**src/rtl/sha1_message_digest_macros.svh**
```systemverilog
// ----------------------------------------------------------------------------
// SHA-1 message digest: assertion macros
// Shared concurrent assertion forms, clocked on clk and disabled in reset.
// ----------------------------------------------------------------------------
`ifndef SHA1_MESSAGE_DIGEST_MACROS_SVH
`define SHA1_MESSAGE_DIGEST_MACROS_SVH

// same-cycle implication
`define SHA1_ASSERT_NOW(lbl, ante, cons, msg) \
	lbl: assert property (@(posedge clk) disable iff (!arst_n) (ante) |-> (cons)) \
		else $error(msg);

// next-cycle implication
`define SHA1_ASSERT_NEXT(lbl, ante, cons, msg) \
	lbl: assert property (@(posedge clk) disable iff (!arst_n) (ante) |=> (cons)) \
		else $error(msg);

`endif

```
**src/rtl/sha1_pkg.sv**
```systemverilog
// ----------------------------------------------------------------------------
// SHA-1 message digest package
// Constants, codes, controller/datapath types and round functions.
// ----------------------------------------------------------------------------
`default_nettype none

package sha1_pkg;

	localparam int unsigned NUM_CHAIN = 5;
	localparam int unsigned NUM_SCHED = 16;
	localparam logic [6:0] LAST_ROUND = 7'd79;
	localparam logic [2:0] LAST_IDX = 3'd4;
	localparam logic [7:0] PAD_BYTE = 8'h80;

	localparam logic [31:0] K0 = 32'h5a827999;
	localparam logic [31:0] K1 = 32'h6ed9eba1;
	localparam logic [31:0] K2 = 32'h8f1bbcdc;
	localparam logic [31:0] K3 = 32'hca62c1d6;

	localparam logic [31:0] H_INIT [NUM_CHAIN] = '{
		32'h67452301, 32'hefcdab89, 32'h98badcfe, 32'h10325476, 32'hc3d2e1f0
	};

	typedef enum logic [1:0] {
		KIND_DATA = 2'd0,
		KIND_LAST = 2'd1,
		KIND_END  = 2'd2,
		KIND_NONE = 2'd3
	} kind_t;

	typedef enum logic [2:0] {
		ST_IDLE,
		ST_PAD,
		ST_ROUND,
		ST_FOLD,
		ST_OUT
	} state_t;

	typedef enum logic [1:0] {
		SEL_IN,
		SEL_PAD80,
		SEL_ZERO,
		SEL_LEN
	} byte_sel_t;

	typedef struct packed {
		logic      put;
		byte_sel_t byte_sel;
		logic      count;
		logic      load_work;
		logic      round_step;
		logic      fold;
		logic      emit;
		logic [2:0] emit_idx;
		logic      clear;
	} cmd_t;

	typedef struct packed {
		logic pos_end;
		logic pos_len;
		logic round_last;
		logic out_free;
	} status_t;

	function automatic logic [31:0] round_f(input logic [6:0] rnd, input logic [31:0] b,
			input logic [31:0] c, input logic [31:0] d);
		logic [31:0] r;
		if (rnd < 7'd20) begin
			r = (b & c) | (~b & d);
		end else if (rnd < 7'd40) begin
			r = b ^ c ^ d;
		end else if (rnd < 7'd60) begin
			r = (b & c) | (b & d) | (c & d);
		end else begin
			r = b ^ c ^ d;
		end
		return r;
	endfunction

	function automatic logic [31:0] round_k(input logic [6:0] rnd);
		logic [31:0] r;
		if (rnd < 7'd20) begin
			r = K0;
		end else if (rnd < 7'd40) begin
			r = K1;
		end else if (rnd < 7'd60) begin
			r = K2;
		end else begin
			r = K3;
		end
		return r;
	endfunction

endpackage

`default_nettype wire

```
**src/rtl/sha1_if.sv**
```systemverilog
// ----------------------------------------------------------------------------
// SHA-1 message digest channel interfaces
// Valid/ready channels for message bytes and digest words.
// ----------------------------------------------------------------------------
`default_nettype none

interface sha1_in_if;
	logic       valid;
	logic       ready;
	logic [1:0] kind;
	logic [7:0] data_byte;

	modport source (output valid, output kind, output data_byte, input ready);
	modport sink (input valid, input kind, input data_byte, output ready);
endinterface

interface sha1_out_if;
	logic        valid;
	logic        ready;
	logic [31:0] digest_word;
	logic [2:0]  word_index;
	logic        last_word;

	modport source (output valid, output digest_word, output word_index, output last_word,
		input ready);
	modport sink (input valid, input digest_word, input word_index, input last_word,
		output ready);
endinterface

`default_nettype wire

```
**src/rtl/sha1_dp.sv**
```systemverilog
// ----------------------------------------------------------------------------
// SHA-1 datapath
// Byte packing, message schedule window, round unit, chaining words,
// bit count and the digest output register.
// ----------------------------------------------------------------------------
`default_nettype none

module sha1_dp (
	input  wire logic            clk,
	input  wire logic            arst_n,
	input  wire sha1_pkg::cmd_t  cmd,
	output sha1_pkg::status_t    status,
	input  wire logic [7:0]      in_byte,
	output logic                 out_valid,
	input  wire logic            out_ready,
	output logic [31:0]          out_word,
	output logic [2:0]           out_idx,
	output logic                 out_last
);

	logic [31:0] win_q   [sha1_pkg::NUM_SCHED];
	logic [31:0] chain_q [sha1_pkg::NUM_CHAIN];
	logic [31:0] work_q  [sha1_pkg::NUM_CHAIN];
	logic [5:0]  pos_q;
	logic [6:0]  round_q;
	logic [63:0] bit_cnt_q;
	logic        out_valid_q;
	logic [31:0] out_word_q;
	logic [2:0]  out_idx_q;
	logic        out_last_q;

	logic [63:0] len_shift;
	logic [7:0]  put_val;
	logic [31:0] sched_new;
	logic [31:0] t_sum;
	logic [31:0] sel_chain;

	assign len_shift = bit_cnt_q << {pos_q[2:0], 3'b000};

	always_comb begin
		unique case (cmd.byte_sel)
			sha1_pkg::SEL_IN:    put_val = in_byte;
			sha1_pkg::SEL_PAD80: put_val = sha1_pkg::PAD_BYTE;
			sha1_pkg::SEL_ZERO:  put_val = 8'h00;
			sha1_pkg::SEL_LEN:   put_val = len_shift[63:56];
			default:             put_val = 8'h00;
		endcase
	end

	always_comb begin
		sched_new = win_q[13] ^ win_q[8] ^ win_q[2] ^ win_q[0];
		sched_new = {sched_new[30:0], sched_new[31]};
		t_sum = {work_q[0][26:0], work_q[0][31:27]}
			+ sha1_pkg::round_f(round_q, work_q[1], work_q[2], work_q[3])
			+ work_q[4] + sha1_pkg::round_k(round_q) + win_q[0];
	end

	always_comb begin
		unique case (cmd.emit_idx)
			3'd0:    sel_chain = chain_q[0];
			3'd1:    sel_chain = chain_q[1];
			3'd2:    sel_chain = chain_q[2];
			3'd3:    sel_chain = chain_q[3];
			3'd4:    sel_chain = chain_q[4];
			default: sel_chain = chain_q[0];
		endcase
	end

	// schedule window: packs bytes, then slides one word per round
	always_ff @(posedge clk) begin
		if (cmd.put) begin
			if (pos_q[1:0] == 2'b00) begin
				for (int i = 0; i < 15; i++) begin
					win_q[i] <= win_q[i + 1];
				end
				win_q[15] <= {24'h000000, put_val};
			end else begin
				win_q[15] <= {win_q[15][23:0], put_val};
			end
		end else if (cmd.round_step) begin
			for (int i = 0; i < 15; i++) begin
				win_q[i] <= win_q[i + 1];
			end
			win_q[15] <= sched_new;
		end
	end

	always_ff @(posedge clk) begin
		if (cmd.load_work) begin
			for (int i = 0; i < 5; i++) begin
				work_q[i] <= chain_q[i];
			end
		end else if (cmd.round_step) begin
			work_q[4] <= work_q[3];
			work_q[3] <= work_q[2];
			work_q[2] <= {work_q[1][1:0], work_q[1][31:2]};
			work_q[1] <= work_q[0];
			work_q[0] <= t_sum;
		end
	end

	always_ff @(posedge clk or negedge arst_n) begin
		if (!arst_n) begin
			for (int i = 0; i < 5; i++) begin
				chain_q[i] <= sha1_pkg::H_INIT[i];
			end
			pos_q     <= '0;
			round_q   <= '0;
			bit_cnt_q <= '0;
		end else begin
			if (cmd.put) begin
				pos_q <= pos_q + 6'd1;
			end
			if (cmd.count) begin
				bit_cnt_q <= bit_cnt_q + 64'd8;
			end
			if (cmd.round_step) begin
				round_q <= round_q + 7'd1;
			end
			if (cmd.fold) begin
				round_q <= '0;
				for (int i = 0; i < 5; i++) begin
					chain_q[i] <= chain_q[i] + work_q[i];
				end
			end
			if (cmd.clear) begin
				bit_cnt_q <= '0;
				for (int i = 0; i < 5; i++) begin
					chain_q[i] <= sha1_pkg::H_INIT[i];
				end
			end
		end
	end

	always_ff @(posedge clk or negedge arst_n) begin
		if (!arst_n) begin
			out_valid_q <= 1'b0;
		end else if (cmd.emit) begin
			out_valid_q <= 1'b1;
		end else if (out_ready) begin
			out_valid_q <= 1'b0;
		end
	end

	always_ff @(posedge clk) begin
		if (cmd.emit) begin
			out_word_q <= sel_chain;
			out_idx_q  <= cmd.emit_idx;
			out_last_q <= (cmd.emit_idx == sha1_pkg::LAST_IDX);
		end
	end

	assign status.pos_end    = (pos_q == 6'd63);
	assign status.pos_len    = (pos_q == 6'd56);
	assign status.round_last = (round_q == sha1_pkg::LAST_ROUND);
	assign status.out_free   = !out_valid_q || out_ready;

	assign out_valid = out_valid_q;
	assign out_word  = out_word_q;
	assign out_idx   = out_idx_q;
	assign out_last  = out_last_q;

endmodule

`default_nettype wire

```
**src/rtl/sha1_ctrl.sv**
```systemverilog
// ----------------------------------------------------------------------------
// SHA-1 controller
// Sequences byte intake, padding, the 80 rounds, the chaining update
// and the emission of the five digest words.
// ----------------------------------------------------------------------------
`default_nettype none
`include "sha1_message_digest_macros.svh"

module sha1_ctrl (
	input  wire logic              clk,
	input  wire logic              arst_n,
	input  wire logic              in_valid,
	input  wire logic [1:0]        in_kind,
	output logic                   in_ready,
	output sha1_pkg::cmd_t         cmd,
	input  wire sha1_pkg::status_t status
);

	sha1_pkg::state_t state_q;
	sha1_pkg::state_t state_d;
	logic       pad_q;
	logic       first_q;
	logic       len_q;
	logic [2:0] idx_q;

	logic has_byte;
	logic ends_msg;

	assign has_byte = (in_kind == sha1_pkg::KIND_DATA) || (in_kind == sha1_pkg::KIND_LAST);
	assign ends_msg = (in_kind == sha1_pkg::KIND_LAST) || (in_kind == sha1_pkg::KIND_END);

	always_comb begin
		state_d = state_q;
		unique case (state_q)
			sha1_pkg::ST_IDLE: begin
				if (in_valid) begin
					if (has_byte && status.pos_end) begin
						state_d = sha1_pkg::ST_ROUND;
					end else if (ends_msg) begin
						state_d = sha1_pkg::ST_PAD;
					end
				end
			end
			sha1_pkg::ST_PAD: begin
				if (status.pos_end) begin
					state_d = sha1_pkg::ST_ROUND;
				end
			end
			sha1_pkg::ST_ROUND: begin
				if (status.round_last) begin
					state_d = sha1_pkg::ST_FOLD;
				end
			end
			sha1_pkg::ST_FOLD: begin
				if (pad_q && len_q) begin
					state_d = sha1_pkg::ST_OUT;
				end else if (pad_q) begin
					state_d = sha1_pkg::ST_PAD;
				end else begin
					state_d = sha1_pkg::ST_IDLE;
				end
			end
			sha1_pkg::ST_OUT: begin
				if (status.out_free && idx_q == sha1_pkg::LAST_IDX) begin
					state_d = sha1_pkg::ST_IDLE;
				end
			end
			default: state_d = sha1_pkg::ST_IDLE;
		endcase
	end

	always_comb begin
		cmd          = '0;
		cmd.byte_sel = sha1_pkg::SEL_IN;
		in_ready     = 1'b0;
		unique case (state_q)
			sha1_pkg::ST_IDLE: begin
				in_ready = 1'b1;
				if (in_valid && has_byte) begin
					cmd.put       = 1'b1;
					cmd.count     = 1'b1;
					cmd.load_work = status.pos_end;
				end
			end
			sha1_pkg::ST_PAD: begin
				cmd.put       = 1'b1;
				cmd.load_work = status.pos_end;
				if (first_q) begin
					cmd.byte_sel = sha1_pkg::SEL_PAD80;
				end else if (len_q || status.pos_len) begin
					cmd.byte_sel = sha1_pkg::SEL_LEN;
				end else begin
					cmd.byte_sel = sha1_pkg::SEL_ZERO;
				end
			end
			sha1_pkg::ST_ROUND: begin
				cmd.round_step = 1'b1;
			end
			sha1_pkg::ST_FOLD: begin
				cmd.fold = 1'b1;
			end
			sha1_pkg::ST_OUT: begin
				cmd.emit_idx = idx_q;
				if (status.out_free) begin
					cmd.emit  = 1'b1;
					cmd.clear = (idx_q == sha1_pkg::LAST_IDX);
				end
			end
			default: begin
				cmd = '0;
			end
		endcase
	end

	always_ff @(posedge clk or negedge arst_n) begin
		if (!arst_n) begin
			state_q <= sha1_pkg::ST_IDLE;
			pad_q   <= 1'b0;
			first_q <= 1'b0;
			len_q   <= 1'b0;
			idx_q   <= '0;
		end else begin
			state_q <= state_d;
			if (state_q == sha1_pkg::ST_IDLE && in_valid && ends_msg) begin
				pad_q   <= 1'b1;
				first_q <= 1'b1;
				len_q   <= 1'b0;
			end
			if (state_q == sha1_pkg::ST_PAD) begin
				first_q <= 1'b0;
				if (!first_q && status.pos_len) begin
					len_q <= 1'b1;
				end
			end
			if (state_q == sha1_pkg::ST_OUT && status.out_free) begin
				if (idx_q == sha1_pkg::LAST_IDX) begin
					idx_q <= '0;
					pad_q <= 1'b0;
					len_q <= 1'b0;
				end else begin
					idx_q <= idx_q + 3'd1;
				end
			end
		end
	end

	`SHA1_ASSERT_NEXT(a_round_to_fold, state_q == sha1_pkg::ST_ROUND && status.round_last, state_q == sha1_pkg::ST_FOLD, "last round not followed by chaining update")
	`SHA1_ASSERT_NEXT(a_last_word_idle, state_q == sha1_pkg::ST_OUT && status.out_free && idx_q == sha1_pkg::LAST_IDX, state_q == sha1_pkg::ST_IDLE && !pad_q, "digest end did not return to idle")
	`SHA1_ASSERT_NOW(a_pad_flag, state_q == sha1_pkg::ST_PAD || state_q == sha1_pkg::ST_OUT, pad_q, "padding or output without message end")
	`SHA1_ASSERT_NOW(a_len_in_pad, len_q, pad_q, "length phase outside padding")

endmodule

`default_nettype wire

```
**src/rtl/sha1_message_digest.sv**
```systemverilog
// ----------------------------------------------------------------------------
// SHA-1 message digest
// Absorbs a message byte by byte and returns the 160-bit digest as five
// 32-bit words, most significant first.
// ----------------------------------------------------------------------------
//  channel | dir | words             | payload
//  msg     | in  | one message byte  | kind, data_byte
//  digest  | out | one digest word   | digest_word, word_index, last_word
//
//  A byte that does not fill a block is taken without a stall.
//  The 64th byte of a block starts compression: 80 rounds on the shared round
//  unit, one per cycle, then the chaining update.
//  Message end: pad bytes (up to 72), one per cycle, plus one or two blocks,
//  then five digest words, one per cycle while the digest side takes them.
//  Reset loads the initial chaining words; no clearing pass is needed.
//  msg.ready is low while padding, while a block is compressed or while the digest is emitted.
// ----------------------------------------------------------------------------
`default_nettype none

module sha1_message_digest (
	input  wire logic  clk,
	input  wire logic  arst_n,
	sha1_in_if.sink    msg,
	sha1_out_if.source digest
);

	sha1_pkg::cmd_t    cmd;
	sha1_pkg::status_t status;

	sha1_ctrl u_ctrl (
		.clk      (clk),
		.arst_n   (arst_n),
		.in_valid (msg.valid),
		.in_kind  (msg.kind),
		.in_ready (msg.ready),
		.cmd      (cmd),
		.status   (status)
	);

	sha1_dp u_dp (
		.clk       (clk),
		.arst_n    (arst_n),
		.cmd       (cmd),
		.status    (status),
		.in_byte   (msg.data_byte),
		.out_valid (digest.valid),
		.out_ready (digest.ready),
		.out_word  (digest.digest_word),
		.out_idx   (digest.word_index),
		.out_last  (digest.last_word)
	);

endmodule

`default_nettype wire
```
**src/flat_wrapper.sv**
```systemverilog
// flat-port wrapper written by rule: the top's interface ports become plain ports
module sha1_message_digest_flat 
  (clk, arst_n, msg_valid, msg_kind, msg_data_byte, msg_ready, digest_valid, digest_digest_word, digest_word_index, digest_last_word, digest_ready);
  sha1_in_if msg_i ();
  sha1_out_if digest_i ();
  input  wire logic clk;
  input  wire logic arst_n;
  input wire logic [$bits(msg_i.valid)-1:0] msg_valid;
  input wire logic [$bits(msg_i.kind)-1:0] msg_kind;
  input wire logic [$bits(msg_i.data_byte)-1:0] msg_data_byte;
  output wire logic [$bits(msg_i.ready)-1:0] msg_ready;
  output wire logic [$bits(digest_i.valid)-1:0] digest_valid;
  output wire logic [$bits(digest_i.digest_word)-1:0] digest_digest_word;
  output wire logic [$bits(digest_i.word_index)-1:0] digest_word_index;
  output wire logic [$bits(digest_i.last_word)-1:0] digest_last_word;
  input wire logic [$bits(digest_i.ready)-1:0] digest_ready;
  assign msg_i.valid = msg_valid;
  assign msg_i.kind = msg_kind;
  assign msg_i.data_byte = msg_data_byte;
  assign msg_ready = msg_i.ready;
  assign digest_valid = digest_i.valid;
  assign digest_digest_word = digest_i.digest_word;
  assign digest_word_index = digest_i.word_index;
  assign digest_last_word = digest_i.last_word;
  assign digest_i.ready = digest_ready;
  sha1_message_digest u_core (.clk(clk), .arst_n(arst_n), .msg(msg_i), .digest(digest_i));
endmodule
```
**config.mk**
```make
export PLATFORM = sky130hd
export DESIGN_NAME = sha1_message_digest_flat
export DESIGN_NICKNAME = d
export VERILOG_FILES = /design/src/rtl/sha1_pkg.sv /design/src/rtl/sha1_if.sv /design/src/rtl/sha1_dp.sv /design/src/rtl/sha1_ctrl.sv /design/src/rtl/sha1_message_digest.sv /design/src/flat_wrapper.sv
export VERILOG_INCLUDE_DIRS = /design/src /design/src/rtl
export SDC_FILE = /design/constraint.sdc
export NUM_CORES = 2
export LEC_CHECK = 0
export BUFFER_PORTS_ARGS = -buffer_cell sky130_fd_sc_hd__buf_2
export CORE_ASPECT_RATIO = 1.1
export CORE_MARGIN = 2
export CORE_UTILIZATION = 45
export CTS_BUF_LIST = sky130_fd_sc_hd__clkbuf_4 sky130_fd_sc_hd__clkbuf_8
export DETAILED_ROUTE_END_ITERATION = 6
export GPL_TIMING_DRIVEN = 0
export PLACE_DENSITY = 0.59
export SLEW_MARGIN = 10
export SYNTH_ARGS = -nofsm -noshare
export SYNTH_HDL_FRONTEND = slang
export SYNTH_SLANG_ARGS = --single-unit
export TNS_END_PERCENT = 100
```
**constraint.sdc**
```tcl
create_clock -name clk -period 18.1 [get_ports clk]
set_input_delay 0.905 -clock clk [delete_from_list [all_inputs] [get_ports clk]]
set_output_delay 0.905 -clock clk [all_outputs]
set_load 0.1 [all_outputs]
```
==> impl_metrics.csv <==
group,metric,value,unit
synth,synth-seq-cells,952,
power,ir_worst_vdd,0.00005297,V
synth,synth.distinct_cells,88,
timing,slew_headroom,0.7161,%
worst_setup_path,critPathMaxFanout,10,
floorplan,die_height,348.5,um
finish,mostFrequentLayoutCells,"edfxtp_1 (708), nand2_1 (611), o21ai_0 (279)",
clock_tree,cts_setup_buffers,0,
drt,drt_iter0_drc,3012,
drt,via_count,33370,
power,power_density,78.97,mW/mm^2
drt,wl_per_cell,24.28,um
global_route,antenna_found_initial,4,
drt,vias_per_cell,5.627,
clock_tree,path_clk_slew,0.07,ns
timing,worst_clock_skew,0.05450,ns
power,seqPwrFrac,54.0,%
global_route,grt_max_degree,73,
synth,syn-instance-count,4147,
run_status,violations,"capacitance limit",
global_route,grt_pass1_vias,32872,
clock_tree,cts_root_buffer,"clkbuf_8",
synth,avgSynthCellArea,11.71,um^2
floorplan,fp.dieW,317.2,um
hold_path,min_path_type,"flop to flop",
place,pre_cts_ws,8.115,ns
timing,hold_violations,0,
finish,final_cells,5930,
finish,layout_commonest_cell,"edfxtp_1",
timing,setup_tns,0,ns
synth,synth.net_count,4508,
synth,synthArstFlopShare,25.63,%
timing,setup_viol,0,
job,cap_violations,1,
clock_tree,cts.sinks,952,
worst_setup_path,crit_path_end_kind,"flop",
place,place_hpwl,108200,um
floorplan,die_area,0.1105,mm^2
power,clkPwrFrac,45.6,%
floorplan,num_rows,126,
timing,fin_ws,8.137,ns
power,leakage,23.23,nW
place,dp_cells,5631,
place,io_buffers,51,
clock_tree,cts_buffers,161,
finish,layout.nets,4748,
synth,syn_area,0.04855,mm^2
clock_tree,cts_buffer_depth,3,
synth,ys_warn_count,0,
drt,postRouteWirelength,144000,um
timing,slew_violations,0,
run_status,outcome,"finished with violations",
global_route,grt_pass1_wl,210700,um
floorplan,start_util,45.28,%
drt,drt.antenna.violating_nets,0,
power,power.internal,3.355,mW
timing,fin_crit_sh,55.04,%
drt,drc,0,
synth,ys.flop_type,"edfxtp_1",
drt,dr.pass1.iters,6,
finish,syn2layout_area_growth,12.15,%
global_route,grt.total_usage,26.26,%
worst_setup_path,startpoint_type,"flop",
power,p_sw_share,21.97,%
power,combPwrFrac,0.4,%
global_route,overflow,0,
timing,worst_pin_slew,1.484,ns
clock_tree,ctsResizeCount,0,
place,place.gp.congestion,0.9452,
floorplan,core_area,0.1072,mm^2
clock_tree,ctsHtreeMaxLevel,4,
clock_tree,tritoncts,"built",
timing,grt_setup_unrepaired,"false",
clock_tree,clock_latency,0.89,ns
worst_setup_path,path_class,"flop to flop",
power,switchingPower,0.9447,mW
timing,period_needed,9.963,ns
floorplan,io_pins,52,
finish,drive_gt1_share,10.67,%
synth,synth_edf_count,708,
timing,max_freq,100.4,MHz
worst_setup_path,worstPathArrival,10.55,ns
worst_setup_path,required,18.69,ns
synth,ys_seq_area_share,56.58,%
## sequential cells by signal (all words and copies together) (netlist names)
register and cells:
u_core.u_dp.out_word 32, u_core.u_ctrl.idx_q 3, u_core.u_dp.round_q 7, u_core.u_dp.win_q 512, u_core.u_dp.pos_q 6, u_core.u_ctrl.len_q 1, u_core.u_ctrl.first_q 1, u_core.u_dp.out_idx 3
u_core.u_dp.out_last 1, u_core.u_dp.work_q 160, u_core.u_dp.chain_q 160, u_core.u_ctrl.state_q 3, u_core.u_ctrl.pad_q 1, u_core.u_dp.out_valid 1, u_core.u_dp.bit_cnt_q 61
## cell type report
type                            instances  area (um^2)
Fill cell                            9675        52760
Timing Repair Buffer                   77        845.8
Antenna cell                            3        7.507
Clock inverter                         73        518.0
Inverter                              207        778.2
Buffer                                140        536.8
Multi-Input combinational cell       2848        19820
Sequential cell                       952        27470
Tap cell                             1408         1762
Clock buffer                          222         2711
## cells in the mapped netlist (5+ instances only)
library cell | n | area [um^2]
inv_1 | 205 | 769.5
a32o_1 | 5 | 50.05
mux4_2 | 13 | 292.8
ha_1 | 227 | 2840
nand3b_1 | 27 | 202.7
or2_2 | 6 | 37.54
dfrtp_1 | 164 | 4104
mux2i_1 | 20 | 200.2
o21a_1 | 27 | 202.7
nand4_1 | 23 | 143.9
nor2b_1 | 37 | 231.5
o21bai_1 | 30 | 225.2
nor2_1 | 244 | 915.9
xnor2_1 | 190 | 1664
nand2_1 | 613 | 2301
clkbuf_1 | 123 | 461.7
nand3_1 | 135 | 675.7
o211ai_1 | 32 | 240.2
o31a_1 | 6 | 52.55
and3_1 | 33 | 206.5
or4_1 | 5 | 37.54
o32ai_1 | 21 | 183.9
and4_1 | 6 | 52.55
a21o_1 | 78 | 585.6
nand2b_1 | 46 | 287.8
edfxtp_1 | 708 | 21260
buf_1 | 14 | 52.55
a22oi_1 | 66 | 495.5
or3_1 | 17 | 106.4
xor2_1 | 131 | 1147
o31ai_1 | 17 | 127.6
a211o_1 | 7 | 61.31
a31oi_1 | 14 | 87.58
o21ai_1 | 14 | 70.07
and2_1 | 9 | 56.30
a41oi_1 | 6 | 52.55
a211oi_1 | 22 | 165.2
nor3_1 | 48 | 240.2
o21ai_0 | 280 | 1401
dfstp_2 | 80 | 2102
fa_1 | 120 | 2402
a21oi_1 | 198 | 991.0
## metal layers
| metal | part of all wire, % | global-route usage (%) | vias to the layer above |
|---|---|---|---|
| met5 | 0 | 0 | - |
| met4 | 5.8 | 14.14 | 0 |
| met3 | 6.5 | 4.914 | 278 |
| met2 | 46 | 41.22 | 1175 |
| met1 | 42 | 34.49 | 16536 |
| li1 | - | - | 15381 |
## power groups by stage
stage          Sequential, mW  Clock, mW  Combinational, mW
4_1_cts                  2.32       2.01             0.0179
6_report                 2.32       1.96             0.0170
3_5_place_dp             2.37          0             0.0176
2_1_floorplan            2.37          0           0.000720
5_1_grt                  2.32       2.11             0.0193
3_3_place_gp             2.37          0             0.0152
## per-stage QoR
stage	hold WS [ns]	power [mW]	util, %	instance area (um^2)
CTS	0.3149	4.347	50.78	54440
finish	0.3912	4.299	50.79	54440
detailed placement	0.4045	2.384	47.76	51200
floorplan	0.4003	2.367	-	48550
global route	0.3999	4.446	50.78	54440
global placement	0.4004	2.381	47.17	50560
## worst paths after layout
check | from | endpoint | slack [ns] | depth (start not counted)
worst max-delay path | u_core.u_dp.round_q[4] | u_core.u_dp.work_q[0][30] | 8.14 | 27
worst min-delay path | u_core.u_dp.win_q[0][180] | u_core.u_dp.win_q[0][148] | 0.39 | 0
worst max register to register | u_core.u_dp.round_q[4] | u_core.u_dp.work_q[0][30] | 8.14 | 27
worst min register to register | u_core.u_dp.win_q[0][180] | u_core.u_dp.win_q[0][148] | 0.39 | 0
max in group asynchronous | arst_n | u_core.u_dp.chain_q[92] | 16.34 | 4
min in group asynchronous | arst_n | u_core.u_dp.bit_cnt_q[25] | 0.53 | 2
## critical path, stage by stage, from the launching register on
cell,delay [ns]
dfrtp_1,0.36
clkbuf_1,0.19
a41oi_1,0.70
inv_1,0.49
nor2_1,1.06
inv_1,0.18
nand2_1,0.13
clkbuf_1,0.70
clkbuf_1,0.70
nor2_1,0.09
nor2_1,0.26
fa_1,0.50
fa_1,0.53
inv_1,0.06
fa_1,0.55
inv_1,0.06
ha_1,0.28
a21oi_1,0.23
o21ai_0,0.20
a211o_1,0.39
a21oi_1,0.25
o21ai_1,0.21
and3_1,0.23
a21o_1,0.17
o41ai_1,0.62
o21bai_1,0.18
xnor2_1,0.26
o21ai_1,0.09
## logic make-up after synthesis
| family | count (synthesis) | share of synthesized area, % |
|---|---|---|
| simple gates | 1268 | 11.71 |
| flops | 952 | 56.58 |
| compound gates | 879 | 11.42 |
| buf+inv | 347 | 2.691 |
| fa+ha+maj | 347 | 10.80 |
| xor+xnor | 321 | 5.791 |
| mux | 33 | 1.015 |
## timing repair
action / 4_1_cts / 5_1_grt
hold buffers: 1 / 0
endpoints found under the setup margin: 0 / 0
hold endpoints to repair: 46 / 0
Power figures use the tool's default switching activity.
